==> src/rtl/core/pssc_pkg.sv <==
// Package for the packet sequence statistics counter.
// Holds the action codes, counter indexes, constants and the sequence check result type.
// No dependencies.
`default_nettype none

package pssc_pkg;

    typedef enum logic [2:0] {
        ACT_SENT     = 3'd0,
        ACT_POLL     = 3'd1,
        ACT_RECEIVED = 3'd2,
        ACT_DECFAIL  = 3'd3,
        ACT_SNAPSHOT = 3'd4,
        ACT_DRAIN    = 3'd5,
        ACT_CLEAR    = 3'd6
    } action_t;

    localparam int N_CUM  = 11;
    localparam int N_RATE = 4;

    // Cumulative counter indexes.
    localparam logic [3:0] C_MSG_TX   = 4'd0;
    localparam logic [3:0] C_BYTES_TX = 4'd1;
    localparam logic [3:0] C_MSG_RX   = 4'd2;
    localparam logic [3:0] C_BYTES_RX = 4'd3;
    localparam logic [3:0] C_POLLS    = 4'd4;
    localparam logic [3:0] C_HITS     = 4'd5;
    localparam logic [3:0] C_RAW      = 4'd6;
    localparam logic [3:0] C_GAPS     = 4'd7;
    localparam logic [3:0] C_OOO      = 4'd8;
    localparam logic [3:0] C_DUPS     = 4'd9;
    localparam logic [3:0] C_DECFAIL  = 4'd10;
    localparam logic [3:0] IDX_LASTSEQ = 4'd11;
    localparam logic [3:0] IDX_RATE0   = 4'd12;

    // Per-second counter indexes within the rate bank.
    localparam logic [1:0] R_TX      = 2'd0;
    localparam logic [1:0] R_TXBYTES = 2'd1;
    localparam logic [1:0] R_RX      = 2'd2;
    localparam logic [1:0] R_RXBYTES = 2'd3;

    // Configuration register indexes.
    localparam logic CFG_REORDER_WINDOW  = 1'b0;
    localparam logic CFG_HEADER_OVERHEAD = 1'b1;

    localparam logic [31:0] REORDER_WINDOW_RESET  = 32'd1000;
    localparam logic [7:0]  HEADER_OVERHEAD_RESET = 8'd4;

    localparam logic [15:0] SEQ_MIN_LEN = 16'd8;
    localparam logic [63:0] WRAP_LIMIT  = 64'h7FFF_FFFF_FFFF_FFFF;

    typedef struct packed {
        logic        dup;
        logic        ooo;
        logic        gap;
        logic [63:0] gap_amount;
        logic        advance;
    } seq_check_t;

endpackage

`default_nettype wire

==> src/rtl/core/packet_sequence_stats_counter.sv <==
// Top level of the packet sequence statistics counter.
// Depends on pssc_pkg and pssc_seq_check.
//
// Usage:
// Traffic events arrive as beats on the slave stream; s_tuser carries the action
// (sent, poll, received, decode failure, snapshot, drain, clear) and s_tdata the
// event fields. Every beat is first captured in an input register. Counter update
// events (sent, poll, received, decode failure, clear) are applied in the cycle
// after capture, so a new beat can be taken every cycle.
// Snapshot and drain produce result beats on the master stream: m_tuser is the
// counter index, m_tdata the zero-extended value, m_tlast marks the final beat.
// A snapshot holds the input register for 12 result beats (indexes 0..11), a drain for
// 4 beats (indexes 12..15); the rate is set by the single output register, which
// takes one result beat per cycle while the receiver accepts beats. The first result
// passes through the input register and then the output register.
// When the receiver stalls, the output register holds its beat, the emission
// sequencer waits, and s_tready drops once the input register is occupied.
// Reset clears all counters, the last sequence number and both streams, and loads
// the configuration registers with a window of 1000 and a header overhead of 4.
// The user must write the configuration port only while the block is idle; the block does not enforce it.
`default_nettype none

module packet_sequence_stats_counter
#(
    parameter int COUNTER_WIDTH = 32
)
(
    input  wire logic         clk,
    input  wire logic         rst_n,

    input  wire logic         s_tvalid,
    output logic              s_tready,
    // [31:0] message_count, [63:32] byte_count, [64] poll_hit,
    // [80:65] payload_length, [144:81] sequence_bytes, [151:145] zero
    input  wire logic [151:0] s_tdata,
    // [2:0] action
    input  wire logic [2:0]   s_tuser,

    output logic              m_tvalid,
    input  wire logic         m_tready,
    // [63:0] counter_value
    output logic [63:0]       m_tdata,
    // [3:0] counter_index
    output logic [3:0]        m_tuser,
    // last_of_run
    output logic              m_tlast,

    input  wire logic         cfg_we,
    input  wire logic         cfg_index,
    input  wire logic [31:0]  cfg_data
);

    localparam int CW = COUNTER_WIDTH;

    // Configuration registers.
    logic [31:0] window_reg;
    logic [7:0]  overhead_reg;

    // Input register.
    logic        in_valid_reg;
    logic [2:0]  in_action_reg;
    logic [31:0] in_msgs_reg;
    logic [31:0] in_bytes_reg;
    logic        in_hit_reg;
    logic [15:0] in_len_reg;
    logic [63:0] in_seq_reg;

    // Counter state.
    logic [CW-1:0] cum_reg  [pssc_pkg::N_CUM];
    logic [CW-1:0] cum_next [pssc_pkg::N_CUM];
    logic [CW-1:0] rate_reg  [pssc_pkg::N_RATE];
    logic [CW-1:0] rate_next [pssc_pkg::N_RATE];
    logic [63:0]   last_seq_reg;
    logic [63:0]   last_seq_next;

    // Emission sequencer and output register.
    logic [3:0]  beat_cnt_reg;
    logic [3:0]  beat_cnt_next;
    logic        out_valid_reg;
    logic        out_valid_next;
    logic [3:0]  out_index_reg;
    logic [63:0] out_value_reg;
    logic        out_last_reg;

    logic        is_snapshot;
    logic        is_emit;
    logic        emit_go;
    logic        last_beat;
    logic        consume;
    logic [3:0]  beat_index;
    logic [63:0] beat_value;
    logic        beat_last;

    // Event amounts at counter width.
    logic [63:0]   pkt_len64;
    logic [63:0]   msgs64;
    logic [63:0]   bytes64;
    logic [CW-1:0] pkt_len;
    logic [CW-1:0] msgs_amt;
    logic [CW-1:0] bytes_amt;
    logic [CW-1:0] one_cw;
    logic [CW-1:0] msg_rx_inc;

    pssc_pkg::seq_check_t chk;

    pssc_seq_check u_seq_check
    (
        .last_seq (last_seq_reg),
        .seq      (in_seq_reg),
        .window   (window_reg),
        .chk      (chk)
    );

    assign pkt_len64 = {48'd0, in_len_reg} + {56'd0, overhead_reg};
    assign msgs64    = {32'd0, in_msgs_reg};
    assign bytes64   = {32'd0, in_bytes_reg};
    assign pkt_len   = pkt_len64[CW-1:0];
    assign msgs_amt  = msgs64[CW-1:0];
    assign bytes_amt = bytes64[CW-1:0];
    assign one_cw    = {{(CW-1){1'b0}}, 1'b1};
    assign msg_rx_inc = cum_reg[pssc_pkg::C_MSG_RX] + one_cw;

    // Handshake and sequencing. Update events leave the input register at once;
    // snapshot and drain stay until their final beat enters the output register.
    assign is_snapshot = (in_action_reg == pssc_pkg::ACT_SNAPSHOT);
    assign is_emit     = is_snapshot || (in_action_reg == pssc_pkg::ACT_DRAIN);
    assign emit_go     = in_valid_reg && is_emit && (!out_valid_reg || m_tready);
    assign last_beat   = is_snapshot ? (beat_cnt_reg == pssc_pkg::IDX_LASTSEQ)
                                     : (beat_cnt_reg == 4'd3);
    assign consume     = in_valid_reg && (!is_emit || (emit_go && last_beat));
    assign s_tready    = !in_valid_reg || consume;

    always_comb
    begin
        if (is_snapshot)
        begin
            beat_index = beat_cnt_reg;
            beat_last  = last_beat;
            if (beat_cnt_reg == pssc_pkg::IDX_LASTSEQ)
            begin
                beat_value = last_seq_reg;
            end
            else if (beat_cnt_reg < pssc_pkg::IDX_LASTSEQ)
            begin
                beat_value = 64'(cum_reg[beat_cnt_reg]);
            end
            else
            begin
                beat_value = 64'd0;
            end
        end
        else
        begin
            beat_index = pssc_pkg::IDX_RATE0 + beat_cnt_reg;
            beat_last  = last_beat;
            beat_value = 64'(rate_reg[beat_cnt_reg[1:0]]);
        end
    end

    always_comb
    begin
        beat_cnt_next  = beat_cnt_reg;
        out_valid_next = out_valid_reg;
        if (emit_go)
        begin
            beat_cnt_next  = last_beat ? 4'd0 : beat_cnt_reg + 4'd1;
            out_valid_next = 1'b1;
        end
        else if (m_tready)
        begin
            out_valid_next = 1'b0;
        end
    end

    // Counter updates for the event in the input register.
    always_comb
    begin
        cum_next      = cum_reg;
        rate_next     = rate_reg;
        last_seq_next = last_seq_reg;
        if (consume)
        begin
            case (in_action_reg)
                pssc_pkg::ACT_SENT:
                begin
                    cum_next[pssc_pkg::C_MSG_TX]   = cum_reg[pssc_pkg::C_MSG_TX] + msgs_amt;
                    cum_next[pssc_pkg::C_BYTES_TX] = cum_reg[pssc_pkg::C_BYTES_TX] + bytes_amt;
                    rate_next[pssc_pkg::R_TX]      = rate_reg[pssc_pkg::R_TX] + msgs_amt;
                    rate_next[pssc_pkg::R_TXBYTES] = rate_reg[pssc_pkg::R_TXBYTES] + bytes_amt;
                end
                pssc_pkg::ACT_POLL:
                begin
                    cum_next[pssc_pkg::C_POLLS] = cum_reg[pssc_pkg::C_POLLS] + one_cw;
                    if (in_hit_reg)
                    begin
                        cum_next[pssc_pkg::C_HITS] = cum_reg[pssc_pkg::C_HITS] + one_cw;
                        cum_next[pssc_pkg::C_RAW]  = cum_reg[pssc_pkg::C_RAW] + bytes_amt;
                    end
                end
                pssc_pkg::ACT_RECEIVED:
                begin
                    cum_next[pssc_pkg::C_MSG_RX]   = msg_rx_inc;
                    cum_next[pssc_pkg::C_BYTES_RX] = cum_reg[pssc_pkg::C_BYTES_RX] + pkt_len;
                    rate_next[pssc_pkg::R_RX]      = rate_reg[pssc_pkg::R_RX] + one_cw;
                    rate_next[pssc_pkg::R_RXBYTES] = rate_reg[pssc_pkg::R_RXBYTES] + pkt_len;
                    if (in_len_reg >= pssc_pkg::SEQ_MIN_LEN)
                    begin
                        // The first packet, or the first after the receive count
                        // wraps back to one, only seeds the last sequence number.
                        if (msg_rx_inc == one_cw)
                        begin
                            last_seq_next = in_seq_reg;
                        end
                        else
                        begin
                            if (chk.dup)
                            begin
                                cum_next[pssc_pkg::C_DUPS] = cum_reg[pssc_pkg::C_DUPS] + one_cw;
                            end
                            else if (chk.ooo)
                            begin
                                cum_next[pssc_pkg::C_OOO] = cum_reg[pssc_pkg::C_OOO] + one_cw;
                            end
                            else if (chk.gap)
                            begin
                                cum_next[pssc_pkg::C_GAPS] = cum_reg[pssc_pkg::C_GAPS]
                                                             + chk.gap_amount[CW-1:0];
                            end
                            if (chk.advance)
                            begin
                                last_seq_next = in_seq_reg;
                            end
                        end
                    end
                end
                pssc_pkg::ACT_DECFAIL:
                begin
                    cum_next[pssc_pkg::C_DECFAIL] = cum_reg[pssc_pkg::C_DECFAIL] + one_cw;
                end
                pssc_pkg::ACT_DRAIN:
                begin
                    // The last drain beat has been loaded; the per-second bank restarts.
                    for (int i = 0; i < pssc_pkg::N_RATE; i++)
                    begin
                        rate_next[i] = '0;
                    end
                end
                pssc_pkg::ACT_CLEAR:
                begin
                    for (int i = 0; i < pssc_pkg::N_CUM; i++)
                    begin
                        cum_next[i] = '0;
                    end
                    for (int i = 0; i < pssc_pkg::N_RATE; i++)
                    begin
                        rate_next[i] = '0;
                    end
                    last_seq_next = 64'd0;
                end
                default:
                begin
                    // Snapshot changes nothing; the unused code is dropped.
                end
            endcase
        end
    end

    always_ff @(posedge clk or negedge rst_n)
    begin
        if (!rst_n)
        begin
            window_reg    <= pssc_pkg::REORDER_WINDOW_RESET;
            overhead_reg  <= pssc_pkg::HEADER_OVERHEAD_RESET;
            in_valid_reg  <= 1'b0;
            beat_cnt_reg  <= 4'd0;
            out_valid_reg <= 1'b0;
            last_seq_reg  <= 64'd0;
            for (int i = 0; i < pssc_pkg::N_CUM; i++)
            begin
                cum_reg[i] <= '0;
            end
            for (int i = 0; i < pssc_pkg::N_RATE; i++)
            begin
                rate_reg[i] <= '0;
            end
        end
        else
        begin
            if (cfg_we)
            begin
                case (cfg_index)
                    pssc_pkg::CFG_REORDER_WINDOW:  window_reg   <= cfg_data;
                    pssc_pkg::CFG_HEADER_OVERHEAD: overhead_reg <= cfg_data[7:0];
                    default:                       window_reg   <= window_reg;
                endcase
            end
            if (s_tready)
            begin
                in_valid_reg <= s_tvalid;
            end
            beat_cnt_reg  <= beat_cnt_next;
            out_valid_reg <= out_valid_next;
            cum_reg       <= cum_next;
            rate_reg      <= rate_next;
            last_seq_reg  <= last_seq_next;
        end
    end

    // Payload registers carry no reset.
    always_ff @(posedge clk)
    begin
        if (s_tready && s_tvalid)
        begin
            in_action_reg <= s_tuser;
            in_msgs_reg   <= s_tdata[31:0];
            in_bytes_reg  <= s_tdata[63:32];
            in_hit_reg    <= s_tdata[64];
            in_len_reg    <= s_tdata[80:65];
            in_seq_reg    <= s_tdata[144:81];
        end
        if (emit_go)
        begin
            out_index_reg <= beat_index;
            out_value_reg <= beat_value;
            out_last_reg  <= beat_last;
        end
    end

    assign m_tvalid = out_valid_reg;
    assign m_tdata  = out_value_reg;
    assign m_tuser  = out_index_reg;
    assign m_tlast  = out_last_reg;

endmodule

`default_nettype wire

==> src/rtl/core/pssc_seq_check.sv <==
// Sequence number classifier for the packet sequence statistics counter.
// Pure combinational; depends on pssc_pkg for the result type and wrap limit.
`default_nettype none

module pssc_seq_check
(
    input  wire logic [63:0]         last_seq,
    input  wire logic [63:0]         seq,
    input  wire logic [31:0]         window,
    output pssc_pkg::seq_check_t     chk
);

    logic [63:0] expect_seq;
    logic [63:0] behind;
    logic        in_order;
    logic        is_dup;
    logic        is_ooo;

    assign expect_seq = last_seq + 64'd1;
    assign behind     = last_seq - seq;
    assign in_order   = (seq == expect_seq);
    assign is_dup     = !in_order && (seq == last_seq);
    // A zero window never matches, since behind is never below zero.
    assign is_ooo     = !in_order && !is_dup && (seq < last_seq)
                        && (behind < {32'd0, window});

    always_comb
    begin
        chk.dup        = is_dup;
        chk.ooo        = is_ooo;
        chk.gap        = !in_order && !is_dup && !is_ooo;
        chk.gap_amount = (seq > expect_seq) ? (seq - expect_seq) : 64'd1;
        chk.advance    = (seq > last_seq) || (behind > pssc_pkg::WRAP_LIMIT);
    end

endmodule

`default_nettype wire
==> config.mk <==
export PLATFORM = sky130hd
export DESIGN_NAME = packet_sequence_stats_counter
export DESIGN_NICKNAME = d
export VERILOG_FILES = /design/src/rtl/core/pssc_pkg.sv /design/src/rtl/core/packet_sequence_stats_counter.sv /design/src/rtl/core/pssc_seq_check.sv
export SDC_FILE = /design/constraint.sdc
export NUM_CORES = 2
export LEC_CHECK = 0
export BUFFER_PORTS_ARGS = -buffer_cell sky130_fd_sc_hd__buf_2
export CAP_MARGIN = 10
export CORE_ASPECT_RATIO = 0.5
export CORE_MARGIN = 5
export CORE_UTILIZATION = 40
export CTS_CLUSTER_SIZE = 10
export DETAILED_ROUTE_END_ITERATION = 8
export HOLD_SLACK_MARGIN = 0.05
export PLACE_DENSITY_LB_ADDON = 0.2
export SLEW_MARGIN = 10
export SYNTH_ARGS = -nofsm -noshare
export SYNTH_HDL_FRONTEND = slang
export SYNTH_HIERARCHICAL = 1
export SYNTH_SLANG_ARGS = --single-unit
export TNS_END_PERCENT = 5
==> constraint.sdc <==
create_clock -name clk -period 8 [get_ports clk]
set_input_delay 2 -clock clk [delete_from_list [all_inputs] [get_ports clk]]
set_output_delay 2 -clock clk [all_outputs]
set_load 0.01 [all_outputs]
# Word level (Yosys, flattened, before mapping)
# Index checks and enable logic that the tools add are counted.
# classes
addsub	21
n_lt_le_gt_ge	9
n_eq_ne	20
n_mux	34
bitwise_logic	3
n_reduce_logical	43
# op_table
cell	count
$pmux 64 s2	5
$mux 64	6
$pmux 96 s2	2
$mux 32	11
$add 32x1->32 const B	7
$add 32x32->32	6
$mux 96	2
$bmux 32 s4	1
$eq 64x64->1	2
$gt 64x64->1	2
$add 32x17->32	2
$add 64x1->64 const B	1
$bmux 32 s2	1
$gt 64x63->1 const B	1
$lt 64x32->1	1
$lt 64x64->1	1
$pmux 32 s2	1
$sub 64x64->64	1
$eq 32x1->1 const B	1
$sub 32x32->32	1
$add 16x8->17	1
$ge 16x4->1 const B	1
$reduce_and 2->1	8
$reduce_bool 2->1	7
28 further kinds	58
# word_totals
ff_bits	807
inputBits	193

# Longest topological paths before layout
# logic_depth
depth_word	16
ltp_mapped	34
ltp_nobuf	33

# Cells and area by module
# The synthesis kept the hierarchy.
# by_module_without_submodules
module	n_inst	cells_per_inst	area_per_inst_um2
packet_sequence_stats_counter	1	4880	47564.4
pssc_seq_check	1	1670	10630.2

# Least setup slack after synthesis
# No wires, ideal clock.
# synth_path
path_kind	input to register
start	input m_tready
end	register in_bytes_reg[0] (netlist: bytes_amt[0]), enable pin
setup_ns	0.526
arrival_ns	7.584
t_required_ns	7.474
path_slack_ns	-0.110
path_stages	6
path_cell_list	nand2b_1 -> nand3_1 -> inv_1 -> nand2_1 -> nand3_1 -> and2_1
# synth_via
elab_chain_cells	7
# synth_rtl
element	line	text
start: declaration	packet_sequence_stats_counter.sv:40	input wire logic m_tready,
$logic_or 1x1->1	packet_sequence_stats_counter.sv:127	assign emit_go = in_valid_reg && is_emit && (!out_valid_reg || m_tready);
$logic_and 1x1->1	packet_sequence_stats_counter.sv:127	
net emit_go	packet_sequence_stats_counter.sv:87	logic emit_go;
$logic_and 1x1->1	packet_sequence_stats_counter.sv:130	assign consume = in_valid_reg && (!is_emit || (emit_go && last_beat));
$logic_or 1x1->1	packet_sequence_stats_counter.sv:130	
$logic_and 1x1->1	packet_sequence_stats_counter.sv:130	
$logic_or 1x1->1	packet_sequence_stats_counter.sv:131	assign s_tready = !in_valid_reg || consume;
net s_tready	packet_sequence_stats_counter.sv:32	output logic s_tready,
$logic_and 1x1->1	packet_sequence_stats_counter.sv:312	if (s_tready && s_tvalid)
end signal: assignment	packet_sequence_stats_counter.sv:316	in_bytes_reg <= s_tdata[63:32];
end: declaration	packet_sequence_stats_counter.sv:63	logic [31:0] in_bytes_reg;
# The timed path passes the listed nets, and every way through them passes these cells.
# A chain may end at the register's enable or synchronous reset.

==> results.yml <==
outcome:
  status: "completed"
critical_path:
  cp_max_fo: 34
  critPathKind: "flop to flop"
  worst_path_most_repeated_cell: "nand4_1"
  cp.depth: 23
  path_delay_family: "simple AND/OR/NAND/NOR gates"
  crit_required_ns: 8.57
  crit_chain: "buf_4 > ha_1 > nand4_1 > or4_1 > nor4_2 > o21a_2 > or3_1 > xor2_1 > ha_1 > a221oi_1 > o21ai_0 > or4_1 > a311oi_1 > nand4_1 > nor4_1 > nand4_1 > nor4_1 > and4_1 > and3_1 > o211ai_2 > a21o_1 > o21ai_0 > o31ai_1"
  startpoint_type: "flop"
  critPathCaptureType: "flop"
  cp_slowest_stage_delay_ns: 0.74
  rr_worst_depth: 23
  cp.arrival_ns: 8.19
  critPathBufInv: 1
  cp_slowest_cell: "or4_1"
clocking:
  cts_tree: "built"
  clock_latency_ns: 0.71
  cts_sinks: 807
  clockBufferDepth: 3
  clockRootBuffer: "clkbuf_16"
  cts_buffers: 93
  h-tree-depth: 3
  clk_pin_slew_ns: 0.06
timing:
  slew_viol_final: 0
  fmax_mhz: 131
  tns_ns: 0
  max_slew_margin: 0.211
  setup_violations: 0
  period_minus_slack_ns: 7.62
  rsz0062_at_grt: "false"
  finalClockSkew_ns: 0.0646
  finalHoldViolations: 0
  tightest_slew_ns: 1.18
  finalCritPeriodShare: 0.952
placed_design:
  dp_hpwl_um: 150000
  gp_congestion: 0.926
  portBuffers: 256
routing:
  ant_nets: 0
  via_count: 49900
  first_pass_iters: 6
  drc_errors: 0
  first_iter_violations: 4594
  vias_per_cell: 5.90
  wl_per_cell_um: 23.0
  wl_um: 194000
global_route:
  grt_pass1_vias: 48500
  track_usage: 0.249
  grt_pass1_wl_um: 293000
  grt_overflow_total: 0
  grt_start_max_net_pins: 160
  antenna_found_initial: 4
floorplanning:
  io_pins: 264
  die-width_um: 543
  rows: 97
  initial_utilization: 0.405
  die_h_um: 277
  core_um2: 141000
  dieArea_um2: 150000
power:
  ir_worst_vdd_v: 0.000180
  total_power_uw: 17700
  leakage_uw: 0.0272
  cellPowerDensity_nw_per_um2: 280
synth:
  synth.net_count: 6934
  synth_warnings: 6
  synth_cells: 6328
  syn_area_um2: 56900
  syn_avg_cell_area_um2: 8.98
cells_and_area:
  drive_gt1_frac: 0.116
  nets: 7133
  antenna_cells: 0
  fillerInstances: 13400
  largest_register_ffs: 352
  area_growth_pct: 11.4
worst_hold_path:
  hold_class: "flop to flop"
  whs_path_depth: 1
run:
  max-cap-violations: 0
==> final cells by class <==
cell class / count / area [um2] / area share
multi-input combinational: 4956 / 33500 / 0.529
sequential: 807 / 21300 / 0.336
clock buffer: 145 / 2550 / 0.0403
timing repair buffer: 410 / 2480 / 0.0392
tap: 1881 / 2350 / 0.0372
inverter: 259 / 973 / 0.0154
clock inverter: 9 / 171 / 0.00271
==> path summary, 6_finish.rpt <==
path	startpoint	endpoint	slack [ns]
max	last_seq_reg[28]	cum_reg[79]	0.38
min	cum_reg[63]	cum_reg[63]	0.49
max reg2reg	last_seq_reg[28]	cum_reg[79]	0.38
min reg2reg	cum_reg[63]	cum_reg[63]	0.49
max in group asynchronous	rst_n	last_seq_reg[53]	5.08
min in group asynchronous	rst_n	cum_reg[347]	1.36
==> per-stage QoR <==
stage / hold slack [ns] / instances / cell area [um2] / utilization / worst slack (ns)
2_1_floorplan: 0.444 / 6328 / 56900 / - / 0.948
3_3_place_gp: 0.480 / 8313 / 60600 / 0.431 / 0.254
3_5_place_dp: 0.481 / 8313 / 60600 / 0.431 / 0.163
4_1_cts: 0.486 / 8467 / 63300 / 0.450 / 0.128
5_1_grt: 0.510 / 8467 / 63300 / 0.451 / 0.00785
6_report: 0.487 / 8467 / 63300 / 0.451 / 0.384
==> repair_timing <==
action,CTS,global route
setup endpoints to repair,0,31
resized for setup,0,10
hold buffers,0,0
setup buffers,0,0
==> power breakdown <==
| group | switching [uW] | internal, uW |
|---|---|---|
| clock | 1810 | 2220 |
| combinational | 4570 | 3280 |
| sequential | 960 | 4900 |
==> placed cells by master (no fill, tap or decap), types with 68 or more instances in the layout <==
cell,n
a21o_1,134
a21oi_1,415
and3_1,114
buf_2,255
buf_4,151
clkbuf_16,93
dfrtp_1,580
edfxtp_1,217
ha_1,402
inv_1,258
mux4_2,96
nand2_1,706
nand3_1,268
nand4_1,107
nor2_1,470
nor3_1,101
o21ai_0,588
o31ai_1,79
or3_1,68
xnor2_1,240
xor2_1,221
==> per-layer routing <==
metal	GRT usage	wire, um
met5	0	0
met4	0.0751	6260
met1	0.350	87000
met2	0.398	87900
met3	0.0379	13200
(Power assumes the default switching activity.)
